$ cat src/uart_rx_tx_ring_buffers_macros.svh
// Assertion macros for the UART ring buffer block.
`ifndef UART_RX_TX_RING_BUFFERS_MACROS_SVH
`define UART_RX_TX_RING_BUFFERS_MACROS_SVH

// Check a property on every rising clock edge outside reset.
`define URB_ASSERT(label, prop, msg) \
  label: assert property (@(posedge clk) disable iff (!rst_n) prop) else $error(msg);

// Check that a condition never holds.
`define URB_NEVER(label, cond, msg) \
  `URB_ASSERT(label, !(cond), msg)

`endif

$ cat src/urb_pkg.sv
// Shared types and codes for the UART ring buffer block.
package urb_pkg;

  typedef enum logic [2:0] {
    FUNC_RX_BYTE  = 3'd0,
    FUNC_SW_READ  = 3'd1,
    FUNC_SW_WRITE = 3'd2,
    FUNC_TX_READY = 3'd3,
    FUNC_TX_DONE  = 3'd4
  } func_t;

  localparam int unsigned OUT_BITS = 24;

  typedef struct packed {
    logic rd_valid;
    logic wr_ok;
    logic ln_valid;
    logic rx_nonempty;
    logic tx_irq_en;
    logic drive;
  } status_t;

endpackage

$ cat src/uart_rx_tx_ring_buffers.sv
// Top level: receive and transmit byte rings held in synchronous memories.
// A beat's status and memory read are registered, then loaded into the output register.
// No new beat is taken while the ring memory read for the last one is still in flight.
// Ready drops while a read is in flight and while an unconsumed result is not being taken.
// Reset (rst_n low, synchronous) clears pointers, interrupt enable, driver enable and mode;
// ring memory contents are left as they are.
module uart_rx_tx_ring_buffers
  import urb_pkg::*;
#(
  parameter int unsigned RX_DEPTH = 32,
  parameter int unsigned TX_DEPTH = 32
) (
  input  logic                clk,
  input  logic                rst_n,
  input  logic                cfg_wr_en,
  input  logic                cfg_wr_data,   // rs485_mode
  input  logic                in_tvalid,
  output logic                in_tready,
  input  logic [7:0]          in_tdata,      // byte_in[7:0]
  input  logic [2:0]          in_tuser,      // func[2:0]
  output logic                out_tvalid,
  input  logic                out_tready,
  output logic [OUT_BITS-1:0] out_tdata      // read_byte[7:0], read_valid[8],
                                             // write_accepted[9], line_byte[17:10],
                                             // line_byte_valid[18], rx_nonempty[19],
                                             // tx_irq_enable[20], rs485_drive[21], zero
);

  localparam int unsigned RX_AW = (RX_DEPTH > 1) ? $clog2(RX_DEPTH) : 1;
  localparam int unsigned TX_AW = (TX_DEPTH > 1) ? $clog2(TX_DEPTH) : 1;
  localparam logic [RX_AW-1:0] RX_LAST = RX_AW'(RX_DEPTH - 1);
  localparam logic [TX_AW-1:0] TX_LAST = TX_AW'(TX_DEPTH - 1);

  logic [7:0] rx_mem [RX_DEPTH];
  logic [7:0] tx_mem [TX_DEPTH];

  logic [RX_AW-1:0] rx_head_r, rx_head_nxt, rx_tail_r, rx_tail_nxt, rx_hn, rx_tn;
  logic [TX_AW-1:0] tx_head_r, tx_head_nxt, tx_tail_r, tx_tail_nxt, tx_hn, tx_tn;
  logic             irq_r, irq_nxt, drive_r, drive_nxt, mode_r;
  logic             pend_r, out_tvalid_r;
  status_t          pend_st_r, st_nxt;
  logic [7:0]       rx_rdata_r, tx_rdata_r;
  logic [OUT_BITS-1:0] out_data_r;
  logic             in_acc, rx_we, rx_re, tx_we, tx_re;
  func_t            func;

  assign func      = func_t'(in_tuser);
  assign in_tready = !pend_r && (!out_tvalid_r || out_tready);
  assign in_acc    = in_tvalid && in_tready;

  assign rx_hn = (rx_head_r == RX_LAST) ? '0 : rx_head_r + 1'b1;
  assign rx_tn = (rx_tail_r == RX_LAST) ? '0 : rx_tail_r + 1'b1;
  assign tx_hn = (tx_head_r == TX_LAST) ? '0 : tx_head_r + 1'b1;
  assign tx_tn = (tx_tail_r == TX_LAST) ? '0 : tx_tail_r + 1'b1;

  always_comb begin
    rx_head_nxt = rx_head_r;
    rx_tail_nxt = rx_tail_r;
    tx_head_nxt = tx_head_r;
    tx_tail_nxt = tx_tail_r;
    irq_nxt     = irq_r;
    drive_nxt   = drive_r;
    rx_we = 1'b0;
    rx_re = 1'b0;
    tx_we = 1'b0;
    tx_re = 1'b0;
    st_nxt = '0;
    unique case (func)
      FUNC_RX_BYTE: begin
        rx_head_nxt = rx_hn;
        rx_we       = in_acc;
      end
      FUNC_SW_READ: begin
        if (rx_head_r != rx_tail_r) begin
          rx_tail_nxt     = rx_tn;
          rx_re           = in_acc;
          st_nxt.rd_valid = 1'b1;
        end
      end
      FUNC_SW_WRITE: begin
        if (tx_hn != tx_tail_r) begin
          tx_head_nxt  = tx_hn;
          tx_we        = in_acc;
          irq_nxt      = 1'b1;
          st_nxt.wr_ok = 1'b1;
        end
      end
      FUNC_TX_READY: begin
        if (tx_head_r != tx_tail_r) begin
          if (mode_r) begin
            drive_nxt = 1'b1;
          end
          tx_tail_nxt     = tx_tn;
          tx_re           = in_acc;
          st_nxt.ln_valid = 1'b1;
        end else begin
          irq_nxt = 1'b0;
        end
      end
      FUNC_TX_DONE: begin
        drive_nxt = 1'b0;
      end
      default: begin
      end
    endcase
    st_nxt.rx_nonempty = (rx_head_nxt != rx_tail_nxt);
    st_nxt.tx_irq_en   = irq_nxt;
    st_nxt.drive       = drive_nxt;
  end

  always_ff @(posedge clk) begin
    if (rx_we) begin
      rx_mem[rx_hn] <= in_tdata;
    end
    if (rx_re) begin
      rx_rdata_r <= rx_mem[rx_tn];
    end
    if (tx_we) begin
      tx_mem[tx_hn] <= in_tdata;
    end
    if (tx_re) begin
      tx_rdata_r <= tx_mem[tx_tn];
    end
  end

  always_ff @(posedge clk) begin
    if (!rst_n) begin
      rx_head_r    <= '0;
      rx_tail_r    <= '0;
      tx_head_r    <= '0;
      tx_tail_r    <= '0;
      irq_r        <= 1'b0;
      drive_r      <= 1'b0;
      mode_r       <= 1'b0;
      pend_r       <= 1'b0;
      out_tvalid_r <= 1'b0;
    end else begin
      if (cfg_wr_en) begin
        mode_r <= cfg_wr_data;
      end
      if (in_acc) begin
        rx_head_r <= rx_head_nxt;
        rx_tail_r <= rx_tail_nxt;
        tx_head_r <= tx_head_nxt;
        tx_tail_r <= tx_tail_nxt;
        irq_r     <= irq_nxt;
        drive_r   <= drive_nxt;
      end
      pend_r <= in_acc;
      if (pend_r) begin
        out_tvalid_r <= 1'b1;
      end else if (out_tready) begin
        out_tvalid_r <= 1'b0;
      end
    end
  end

  always_ff @(posedge clk) begin
    if (in_acc) begin
      pend_st_r <= st_nxt;
    end
    if (pend_r) begin
      out_data_r <= {2'b00, pend_st_r.drive, pend_st_r.tx_irq_en, pend_st_r.rx_nonempty,
                     pend_st_r.ln_valid, pend_st_r.ln_valid ? tx_rdata_r : 8'h00,
                     pend_st_r.wr_ok, pend_st_r.rd_valid,
                     pend_st_r.rd_valid ? rx_rdata_r : 8'h00};
    end
  end

  assign out_tvalid = out_tvalid_r;
  assign out_tdata  = out_data_r;

`include "uart_rx_tx_ring_buffers_macros.svh"

  `URB_ASSERT(a_pend_loads_out, pend_r |=> out_tvalid_r, "result lost after memory read")
  `URB_ASSERT(a_accept_pends, in_acc |=> pend_r, "accepted beat did not start a read")
  `URB_NEVER(a_pend_blocked, pend_r && out_tvalid_r && !out_tready,
             "read completes into an occupied output register")
  `URB_ASSERT(a_drive_mode, $rose(drive_r) |-> $past(mode_r), "driver raised with mode off")

endmodule
$ cat config.mk
export PLATFORM = sky130hd
export DESIGN_NAME = uart_rx_tx_ring_buffers
export DESIGN_NICKNAME = d
export VERILOG_FILES = /design/src/urb_pkg.sv /design/src/uart_rx_tx_ring_buffers.sv
export VERILOG_INCLUDE_DIRS = /design/src /design/src/src
export SDC_FILE = /design/constraint.sdc
export NUM_CORES = 1
export LEC_CHECK = 0
export ABC_AREA = 0
export BUFFER_PORTS_ARGS = -buffer_cell sky130_fd_sc_hd__buf_2
export CAP_MARGIN = 20
export CORE_MARGIN = 2
export CORE_UTILIZATION = 40
export CTS_CLUSTER_SIZE = 14
export DETAILED_ROUTE_END_ITERATION = 6
export PLACE_DENSITY = 0.62
export SETUP_SLACK_MARGIN = 0.4
export SYNTH_ARGS = -nofsm -noshare
export SYNTH_HDL_FRONTEND = slang
export SYNTH_SLANG_ARGS = --single-unit
export TNS_END_PERCENT = 10
$ cat constraint.sdc
create_clock -name clk -period 3 [get_ports clk]
set_input_delay 0.75 -clock clk [delete_from_list [all_inputs] [get_ports clk]]
set_output_delay 0.75 -clock clk [all_outputs]
set_load 0.05 [all_outputs]
* Word level (Yosys, flattened, before mapping)
Memories as Yosys holds them, arrays and structs flattened. A register that Yosys moved wholly into a read port is not among the register bits.
Cells that the tools add are included.
** Word-level totals
- Register bits after elaboration :: 53
- Memory bits (writable) :: 512
- Bits of input ports :: 17
- Output and inout bits :: 26
- Logic and storage cells :: 74
- Memories :: 2
** Memory list
- rx_mem :: depth 32, bits a word 8, rd ports 1, clocked after memory_dff 1, write ports 1, line uart_rx_tx_ring_buffers.sv:34 : logic [7:0] rx_mem [RX_DEPTH];
- tx_mem :: depth 32, bits a word 8, rd ports 1, clocked after memory_dff 1, write ports 1, line uart_rx_tx_ring_buffers.sv:35 : logic [7:0] tx_mem [TX_DEPTH];
** Cells by class
- Add/subtract/negate cells :: 4
- Eq/ne operators :: 12
- Mux-type cells :: 29
- Reductions and logical operators :: 9
** Operator list (number)
- 5-bit two-way mux :: 7
- 5-bit by 1-bit adder with 5-bit output, second input constant :: 4
- 5-bit equality test, second input constant :: 4
- 1-bit two-way mux :: 20
- 5-bit inequality test :: 4
- 3-bit by 2-bit equality test with 1-bit output, second input constant :: 2
- 3-bit AND reduction :: 2
- 1-bit one-hot mux with 2 select lines :: 2
- 3-bit by 1-bit equality test with 1-bit output, second input constant :: 1
- 3-bit equality test, second input constant :: 1
- 3-bit logical NOT :: 1
- 1-bit logical AND :: 2
- 1-bit logical NOT :: 2
- 2-bit nonzero test :: 1
- 1-bit logical OR :: 1

* Longest topological paths before layout
Gate-level depths: netlist of run 1.
- Depth in word-level cells :: 8
- Depth in mapped cells :: 12

* Worst setup path before layout of run 1
Ideal clock, no wire load.
- Path type :: input port to flip-flop
- From :: in out_tready
- To :: mem tx_mem[18][0], enable pin
- Setup time :: 0.383 ns
- Arrival :: 3.588 ns
- Data required time :: 2.617 ns
- Setup slack :: -0.972 ns
- Cell stages on the path :: 9
- Cells stage by stage :: inv_1 > a21oi_1 > nand2_1 > inv_1 > o311ai_2 > or2_1 > buf_2 > buf_4 > nor3_1
** Between the ends
- Word-level cells in the longest chain between the ends :: 7
** Ends and longest elaborated chain
- start: declaration :: line uart_rx_tx_ring_buffers.sv:22 : input logic out_tready,
- 1-bit logical OR :: line uart_rx_tx_ring_buffers.sv:48 : assign in_tready = !pend_r && (!out_tvalid_r || out_tready);
- 1-bit logical AND :: line uart_rx_tx_ring_buffers.sv:48
- net in_tready :: line uart_rx_tx_ring_buffers.sv:18 : output logic in_tready,
- 1-bit logical AND :: line uart_rx_tx_ring_buffers.sv:49 : assign in_acc = in_tvalid && in_tready;
- net in_acc :: line uart_rx_tx_ring_buffers.sv:44 : logic in_acc, rx_we, rx_re, tx_we, tx_re;
- 1-bit two-way mux :: line uart_rx_tx_ring_buffers.sv:81 : if (tx_hn != tx_tail_r) begin
- 1-bit two-way mux :: line uart_rx_tx_ring_buffers.sv:68 : unique case (func)
- 1-bit two-way mux :: line uart_rx_tx_ring_buffers.sv:118 : if (tx_we) begin
- 1-bit two-way mux (not written as such) :: line uart_rx_tx_ring_buffers.sv:119 : tx_mem[tx_hn] <= in_tdata;
- end: declaration :: line uart_rx_tx_ring_buffers.sv:35
The timed path passes the listed nets, and every way through them passes these cells.

* Worst setup path after layout of run 1
- From :: reg tx_head_r[0]
- To :: mem tx_mem[5][1], enable pin
** Between the ends
- Word-level cells in the longest chain between the ends :: 7
- Elaborated cells between the ends (all ways) :: 8
- Classes of those cells :: add/sub (1); eq/ne (2); mux (5)
** Ends and longest elaborated chain
- start: declaration :: line uart_rx_tx_ring_buffers.sv:38 : logic [TX_AW-1:0] tx_head_r, tx_head_nxt, tx_tail_r, tx_tail_nxt, tx_hn, tx_tn;
- start signal: assignment :: line uart_rx_tx_ring_buffers.sv:144 : tx_head_r <= tx_head_nxt;
- 5-bit by 1-bit adder with 5-bit output or 5-bit equality test (tied branches) :: line uart_rx_tx_ring_buffers.sv:53 : assign tx_hn = (tx_head_r == TX_LAST) ? '0 : tx_head_r + 1'b1;
- 5-bit two-way mux (*) :: line uart_rx_tx_ring_buffers.sv:53
- 5-bit inequality test :: line uart_rx_tx_ring_buffers.sv:81
- 1-bit two-way mux :: line uart_rx_tx_ring_buffers.sv:81
- 1-bit two-way mux :: line uart_rx_tx_ring_buffers.sv:68
- 1-bit two-way mux :: line uart_rx_tx_ring_buffers.sv:118
- 1-bit two-way mux (not written as such) :: line uart_rx_tx_ring_buffers.sv:119
Mark *: on every way between the ends. The rest lies on a longest branch, timed or not.

==> run summary, run 1 <==
status -> complete, no violations
CP top delay family -> simple AND/OR/NAND/NOR gates
synthesized area per cell -> 20.1 um2
Seq cells post-synth -> 581
Async SR Flop Fraction -> 0%
Synth area leader -> edfxtp_1
Hold WS -> 0.419 ns
Sw Pwr -> 0.00316 W
share of the synthesized area in the top cell type -> 71.8%
static leakage -> 9.12 nW
Seq/Total Area, Yosys -> 73.9%
vias per cell -> 5.28
H-tree depth -> 2
net total in the final layout -> 1372
HPWL Detailed -> 31.6 mm
Max Cap Violations -> 0
slowest CP cell -> or4_4
Max rail drop VDD -> 380 uV
synth top area cells -> edfxtp_1 72%, mux4_2 14%, mux2i_1 3.7%
die area -> 0.0601 mm2
WL met3 -> 3.03 mm
reg2reg setup slack -> 0.32 ns
wl on met1 -> 22.6 mm
hold_sp -> pend_st_r[4]
routability congestion estimate -> 0.806
row count -> 88
largest net degree at the start of global routing -> 65
Worst Setup Path Type -> reg -> reg
CP bufs+invs -> 2
crit path time final -> 2.68 ns
router iterations before antenna repair -> 5
crit path cell chain -> ha_4 > and3_4 > ha_4 > inv_4 > a21oi_1 > o2111ai_4 > o311ai_4 > or4_4 > buf_4 > nor2_4
FF/Latch Area -> 0.0172 mm2
max_slew headroom -> 41.6%
reg-to-reg endpoint -> tx_mem[5][1]
cell mode on critical path -> ha_4
reg2reg start -> tx_head_r[0]
Skew-Pair Late Insertion Delay -> 0.60 ns
number of port buffers -> 40
Final ANT Viol Nets -> 0
Synth cell types -> 48
Fin. Hold Viols -> 0
initial antenna violation count -> 0
Largest stage delay, worst path -> 0.48 ns
DR top layer -> met4
DRC -> 0
sw frac -> 19.6%
Routed met2 length -> 24.0 mm
Synth Warn # -> 0
Synth Flop Type -> edfxtp_1
final wirelength -> 50.7 mm
die height -> 245 um
Starting Density -> 40.4%
# diodes -> 0
CTS Buffer Depth -> 3
Reg clk slew, reported paths -> 0.06 ns
worst slew pin tran -> 0.876 ns
Setup Total Neg Slack -> 0 ns
f_max -> 374 MHz
number of synthesized flops with an enable pin -> 556
total gr overflow -> 0
part of the power in registers -> 55.3%
# IOs -> 43
final critical-path share of the clock period -> 89.2%
placed instance area -> 0.0256 mm2
CTS Sinks -> 581
Area growth, synth to finish -> 20.7%
Slew Limit Fails -> 0
Setup Skew -> 0.00931 ns
PD cells -> 574 mW/mm2
vias in the first global route -> 11816
CP max FO -> 8
area of the multi-input gates -> 0.00623 mm2
routed wire length per instance -> 23.6 um
first-pass GRT wire length -> 75.6 mm
DR vias -> 11352
most frequent cell after synthesis -> edfxtp_1
Hold Crit Class -> reg -> reg
fillers -> 4645
width of the die -> 245 um
WP data required -> 3.28 ns
DRT iter0 DRCs -> 1012
RSZ-0062 raised after global routing -> yes
Comb power frac -> 2.2%
design area -> 0.0281 mm2
GRT Total Usage -> 17.0%
type of origin of the critical path -> flop
WP depth -> 10
CTS Buf Count -> 55
synthesized cell area -> 0.0233 mm2
depth of the most critical reg-to-reg path -> 10
share of layout cells above drive strength 1 -> 35.3%
Hold Path End -> out_tdata[9]
Pint -> 0.0130 W
final setup fails -> 0
worst path arrival time -> 2.96 ns
clock share of power -> 42.5%
clock tree root driver cell -> clkbuf_16
hold_buf cts -> 0
cells after synthesis -> 1156
Crit. End Element -> flop
CTS tree -> built
area of the core -> 0.0576 mm2
Hold Path Stages -> 0
Post-synth top cells -> 556 x edfxtp_1, 144 x mux4_2, 85 x mux2i_1
## how the worst max path moves through the flow
stage               endpoint          from
2_1_floorplan   tx_mem[2][0]    out_tready
3_3_place_gp   tx_mem[27][5]  tx_head_r[1]
3_5_place_dp   tx_mem[27][2]  tx_head_r[1]
4_1_cts        tx_mem[25][5]  tx_head_r[0]
5_1_grt        tx_mem[25][5]  tx_head_r[2]
6_report        tx_mem[5][1]  tx_head_r[0]
## placed cells by master (no fill, tap or decap), types with 12 or more instances in the layout
cell type  Yosys  routed
nor2_4         0      12
mux2i_2        0      13
nand2_1       25      24
mux4_2       144     144
and2_1        19      19
buf_12         0      31
mux2i_1       85      66
nor3_4         0      15
nor2_1        63      51
nand3_1       15      15
buf_4          7     106
dfxtp_1       25      21
edfxtp_1     556     556
inv_1         27      24
nor2b_1       22      21
buf_2         34      40
clkinv_1       0      13
clkbuf_16      0      59
## power by group through the flow
| stage | Combinational [W] | Sequential (W) | Clock, W |
|---|---|---|---|
| 2_1_floorplan | 0.0000978 | 0.00914 | 0 |
| 3_3_place_gp | 0.000346 | 0.00909 | 0 |
| 3_5_place_dp | 0.000353 | 0.00909 | 0 |
| 4_1_cts | 0.000360 | 0.00891 | 0.00701 |
| 5_1_grt | 0.000390 | 0.00891 | 0.00730 |
| 6_report | 0.000361 | 0.00891 | 0.00684 |
## registers in the layout, summed over array words and instances (netlist names), 6 cells and up
| register | cells |
|---|---|
| tx_mem | 256 |
| out_tdata | 22 |
| tx_rdata_r | 8 |
| rx_rdata_r | 8 |
| pend_st_r | 6 |
| rx_mem | 256 |
## cell families (layout without fill, tap and decap cells)
kind of cell             Yosys count  in the layout  synth area share, %
AND/OR/NAND/NOR                  193            193                 4.15
buffers and inverters             85            314                 1.83
multiplexers                     229            229                 17.6
XOR/XNOR                          23             23                0.946
flip-flops                       581            581                 73.9
adder cells (fa/ha/maj)           12             12                0.645
other                              1              2               0.0161
AO/OA/AOI/OAI                     32             32                0.919
## worst reg2reg max path: cells and delay by family (launching register included)
| kind | cells | cell delay [ns] |
|---|---|---|
| buf+inv | 2 | 0.26 |
| flops | 1 | 0.35 |
| compound gates | 3 | 0.50 |
| fa+ha+maj | 2 | 0.35 |
| simple gates | 3 | 0.90 |
## repair_timing
action	4_1_cts	5_1_grt
pin swaps	15	8
setup endpoints to repair	273	270
gates cloned	3	3
setup buffers	15	8
resized for setup	34	30
## metal layers
layer | GRT usage (%) | vias up
met1 | 24.4 | 5907
met4 | 4.61 | 0
li1 | - | 5031
met2 | 26.8 | 338
met3 | 3.18 | 76
met5 | 0 | -
## layout make-up
class / instances / area share, %
flip-flops and latches: 581 / 61.3
multi-input cells: 491 / 22.2
repair buffers: 186 / 6.39
clock buffers: 68 / 5.23
well taps: 765 / 3.41
clock inverters: 32 / 1.08
inverters: 28 / 0.446
## per-stage QoR
| step | power (W) | cells | worst slack (ns) | util, % |
|---|---|---|---|---|
| after floorplan | 0.00924 | 1157 | 0.323 | - |
| after global placement | 0.00943 | 2022 | 0.138 | 44.5 |
| after detailed placement | 0.00944 | 2022 | 0.0448 | 44.5 |
| after CTS | 0.0163 | 2140 | 0.291 | 48.3 |
| after global routing | 0.0166 | 2151 | 0.231 | 48.8 |
| final | 0.0161 | 2151 | 0.323 | 48.8 |
Power figures use the tool's default switching activity.
==> run 2, diff against run 1 <==
--- a/config.mk
+++ b/config.mk
@@ -15,6 +15,7 @@
 export DETAILED_ROUTE_END_ITERATION = 6
 export PLACE_DENSITY = 0.62
 export SETUP_SLACK_MARGIN = 0.4
+export SKIP_CTS_REPAIR_TIMING = 1
 export SYNTH_ARGS = -nofsm -noshare
 export SYNTH_HDL_FRONTEND = slang
 export SYNTH_SLANG_ARGS = --single-unit
==> constraint.sdc (replaced) <==
create_clock -name clk -period 2.4 [get_ports clk]
set_input_delay 0.6 -clock clk [delete_from_list [all_inputs] [get_ports clk]]
set_output_delay 0.6 -clock clk [all_outputs]
set_load 0.05 [all_outputs]
==> run summary, run 2 (synthesis gave the netlist of run 1 again) <==
Largest stage delay, worst path -> 0.48 ns
Max Cap Violations -> 0
# placed instances -> 2102
CP bufs+invs -> 1
Reg clk slew, reported paths -> 0.06 ns
CTS Buffer Depth -> 3
RSZ-0062 raised after global routing -> yes
Skew-Pair Late Insertion Delay -> 0.61 ns
H-tree depth -> 2
crit path cell chain -> ha_4 > and3_4 > ha_4 > nor3_1 > o311ai_4 > or4_4 > buf_6 > nor2_4
reg2reg setup slack -> -0.31 ns
Setup Total Neg Slack -> -57.85 ns
most frequent cells in the layout -> 556 x edfxtp_1, 144 x mux4_2, 134 x buf_4
GR Util met1 -> 25.8%
clock tree root driver cell -> clkbuf_16
DR vias -> 11591
die area -> 0.0601 mm2
met2 GRT Util -> 26.6%
max_slew headroom -> 63.5%
Area growth, synth to finish -> 23.3%
vias per cell -> 5.26
total gr overflow -> 0
routability congestion estimate -> 0.813
Hold Path End -> mode_r
HPWL Detailed -> 32.8 mm
Setup WS post-layout -> -0.312 ns
Max rail drop VDD -> 645 uV
CTS Buf Count -> 55
status -> finished with violations
Final Instance Count excl. Fillers -> 2205
Setup Skew -> 0.0169 ns
crit path time final -> 2.71 ns
CTS Sinks -> 581
routed wire length per instance -> 23.5 um
f_max -> 369 MHz
Crit. End Element -> flop
WP data required -> 2.68 ns
Hold Path Stages -> 3
area of the core -> 0.0576 mm2
width of the die -> 245 um
Slew Limit Fails -> 0
fillers -> 4560
CP max FO -> 8
DRT iter0 DRCs -> 1073
final critical-path share of the clock period -> 113%
depth of the most critical reg-to-reg path -> 8
Starting Density -> 40.4%
first-pass GRT wire length -> 77.2 mm
worst slew pin tran -> 0.548 ns
static leakage -> 9.37 nW
share of layout cells above drive strength 1 -> 41.0%
# IOs -> 43
final wirelength -> 51.8 mm
slowest CP cell -> or4_4
cell mode on critical path -> ha_4
PD cells -> 698 mW/mm2
reg-to-reg endpoint -> tx_mem[5][7]
router iterations before antenna repair -> 5
row count -> 88
net total in the final layout -> 1426
Hold Crit Class -> in -> reg
largest net degree at the start of global routing -> 65
DRC -> 0
CP top delay family -> simple AND/OR/NAND/NOR gates
GRT Total Usage -> 17.4%
type of origin of the critical path -> flop
initial antenna violation count -> 0
commonest non-fill, non-tap cell in the layout -> edfxtp_1
# diodes -> 0
vias in the first global route -> 11831
reg2reg start -> tx_head_r[1]
CTS tree -> built
Worst Setup Path Type -> reg -> reg
hold_sp -> cfg_wr_data
worst path arrival time -> 2.99 ns
die height -> 245 um
post-place setup slack -> -0.326 ns
GR Layer Usage met3 -> 3.67%
final setup fails -> 272
failing checks -> negative setup slack
Fin. Hold Viols -> 0
GR peak layer -> met2
number of port buffers -> 40
Final ANT Viol Nets -> 0
==> run 2: changes by cell type in the layout (fill, tap and decap cells not counted), moves of 8 or more <==
cell and change:
dfxtp_1 -8, buf_6 +27, buf_4 +28, nor2_2 +12, nor2_1 -21, nor2_4 +9
==> run 2: report_power, final <==
group / internal (W) / leakage, nW / switching, W
sequential: 0.0111 / 5.22 / 0.0000165
combinational: 0.000131 / 3.31 / 0.000354
clock: 0.00475 / 0.838 / 0.00365
total: 0.0160 / 9.37 / 0.00402
==> run 2: final cells by class <==
cell class	instances	area [um2]	area share [%]
well taps	765	957	3.34
multi-input cells	491	6420	22.4
clock inverters	32	294	1.03
flip-flops and latches	581	17200	60.0
inverters	28	110	0.384
repair buffers	240	2270	7.90
clock buffers	68	1430	4.97
==> run 2: worst min-delay path, stage by stage <==
cell and delay (ns):
buf_2 0.07, mux2i_1 0.06, nor2b_1 0.10
==> run 2: metrics by stage <==
step	hold WS [ns]	cell area (um2)	util [%]	total power, W
6_report	0.270	28700	49.8	0.0200
3_3_place_gp	0.403	26400	45.8	0.0118
3_5_place_dp	0.409	26400	45.8	0.0118
2_1_floorplan	0.400	23600	-	0.0115
5_1_grt	0.255	28700	49.8	0.0206
4_1_cts	0.237	28100	48.8	0.0202
==> run 2: how the worst max path moves through the flow <==
stage          cells after the start  slack, ns         start       endpoint
2_1_floorplan                     12      -0.21  tx_head_r[0]   tx_mem[2][0]
3_3_place_gp                      11      -0.29  tx_head_r[1]  tx_mem[23][4]
3_5_place_dp                      11      -0.33  tx_head_r[1]  tx_mem[23][5]
4_1_cts                           11      -0.36  tx_head_r[1]  tx_mem[23][6]
5_1_grt                            8      -0.38  tx_head_r[1]   tx_mem[5][0]
6_report                           8      -0.31  tx_head_r[1]   tx_mem[5][7]
==> run 2: metal layers <==
metal  vias up  wire [um]
met5         -          0
met4         0        767
met3        51       3540
met2       369      23900
met1      6034      23700
li1       5137          -
==> run 3, diff against run 2 <==
--- a/config.mk
+++ b/config.mk
@@ -9,11 +9,14 @@
 export ABC_AREA = 0
 export BUFFER_PORTS_ARGS = -buffer_cell sky130_fd_sc_hd__buf_2
 export CAP_MARGIN = 20
+export CELL_PAD_IN_SITES_DETAIL_PLACEMENT = 0
+export CELL_PAD_IN_SITES_GLOBAL_PLACEMENT = 1
+export CORE_ASPECT_RATIO = 0.6
 export CORE_MARGIN = 2
 export CORE_UTILIZATION = 40
 export CTS_CLUSTER_SIZE = 14
 export DETAILED_ROUTE_END_ITERATION = 6
-export PLACE_DENSITY = 0.62
+export PLACE_DENSITY = 0.68
 export SETUP_SLACK_MARGIN = 0.4
 export SKIP_CTS_REPAIR_TIMING = 1
 export SYNTH_ARGS = -nofsm -noshare
==> run summary, run 3 (synthesis gave the netlist of run 1 again) <==
Comb power frac -> 2.6%
design area -> 0.0290 mm2
type of origin of the critical path -> flop
PD cells -> 680 mW/mm2
Crit. End Element -> flop
largest net degree at the start of global routing -> 65
Setup WS post-layout -> -0.235 ns
final wirelength -> 56.1 mm
placed instance area -> 0.0265 mm2
DR vias -> 12098
area of the core -> 0.0575 mm2
Final Instance Count excl. Fillers -> 2222
crit path time final -> 2.64 ns
Starting Density -> 40.5%
vias per cell -> 5.44
failing checks -> negative setup slack
Final ANT Viol Nets -> 0
met2 GRT Util -> 22.4%
Area growth, synth to finish -> 24.5%
# IOs -> 43
Slew Limit Fails -> 0
initial antenna violation count -> 4
final critical-path share of the clock period -> 110%
f_max -> 379 MHz
worst slew pin tran -> 0.718 ns
Max rail drop VDD -> 505 uV
# diodes -> 0
row count -> 68
worst path arrival time -> 2.90 ns
commonest non-fill, non-tap cell in the layout -> edfxtp_1
H-tree depth -> 2
die height -> 191 um
# placed instances -> 2124
Pint -> 0.0157 W
clock tree root driver cell -> clkbuf_16
Setup Skew -> 0.0169 ns
GR peak layer -> met1
reg2reg setup slack -> -0.24 ns
total gr overflow -> 0
Fin. Hold Viols -> 0
CP top delay family -> simple AND/OR/NAND/NOR gates
clock share of power -> 40.9%
CP bufs+invs -> 2
max_slew headroom -> 52.1%
CTS tree -> built
part of the power in registers -> 56.5%
GR Layer Usage met3 -> 7.41%
vias in the first global route -> 11765
router iterations before antenna repair -> 5
CTS Sinks -> 581
routed wire length per instance -> 25.3 um
CTS Buf Count -> 53
Skew-Pair Late Insertion Delay -> 0.59 ns
post-place setup slack -> -0.392 ns
Max Cap Violations -> 0
overall power -> 0.0197 W
sw frac -> 20.2%
static leakage -> 9.46 nW
DRC -> 0
slowest CP cell -> or4_4
most frequent cells in the layout -> 556 x edfxtp_1, 144 x mux4_2, 136 x buf_4
number of port buffers -> 40
routability congestion estimate -> 0.854
width of the die -> 315 um
Reg clk slew, reported paths -> 0.06 ns
WP data required -> 2.67 ns
Worst Setup Path Type -> reg -> reg
final setup fails -> 272
Largest stage delay, worst path -> 0.47 ns
GRT Total Usage -> 18.7%
CP max FO -> 8
DRT iter0 DRCs -> 1327
Hold Crit Class -> in -> reg
CTS Buffer Depth -> 3
GR Util met1 -> 31.0%
die area -> 0.0602 mm2
net total in the final layout -> 1444
share of layout cells above drive strength 1 -> 43.3%
RSZ-0062 raised after global routing -> yes
first-pass GRT wire length -> 81.4 mm
crit path cell chain -> ha_4 > and3_4 > ha_4 > inv_4 > and3_4 > o2111ai_4 > o311ai_4 > or4_4 > buf_12 > nor2b_4
HPWL Detailed -> 36.9 mm
Sw Pwr -> 0.00399 W
status -> finished with violations
[run 3: routing by layer]
metal  wire length, um  part of all wire [%]  vias to the layer above
met2             20600                    37                      531
met1             28000                    50                     6311
met3              6760                    12                       69
met4               818                   1.5                        0
met5                 0                     0                        -
li1                  -                     -                     5187
[run 3: cell type report]
class	count	area, um2
Sequential cell	581	17200
Inverter	28	110
Multi-Input combinational cell	491	6530
Fill cell	4664	28500
Timing Repair Buffer	260	2530
Tap cell	770	963
Clock buffer	67	1440
Clock inverter	25	180
[run 3: final timing paths]
| kind | startpoint | to | cells past startpoint |
|---|---|---|---|
| max | tx_head_r[0] | tx_mem[25][1] | 10 |
| min | in_tvalid | pend_r | 2 |
| max reg2reg | tx_head_r[0] | tx_mem[25][1] | 10 |
| min reg2reg | pend_st_r[2] | out_tdata[19] | 0 |
[run 3: stage by stage]
step	utilization, %	setup TNS [ns]	hold WS [ns]
2_1_floorplan	-	-86.65	0.400
3_3_place_gp	46.1	-75.31	0.404
3_5_place_dp	46.1	-80.76	0.421
4_1_cts	48.9	-90.27	0.276
5_1_grt	50.4	-67.02	0.300
6_report	50.4	-40.75	0.308
[run 3: power groups by stage]
stage / registers [W] / clock network (W) / logic [W]
after floorplan: 0.0114 / 0 / 0.000119
after global placement: 0.0114 / 0 / 0.000492
after detailed placement: 0.0114 / 0 / 0.000503
after CTS: 0.0111 / 0.00825 / 0.000500
after global routing: 0.0111 / 0.00863 / 0.000549
final: 0.0111 / 0.00805 / 0.000512
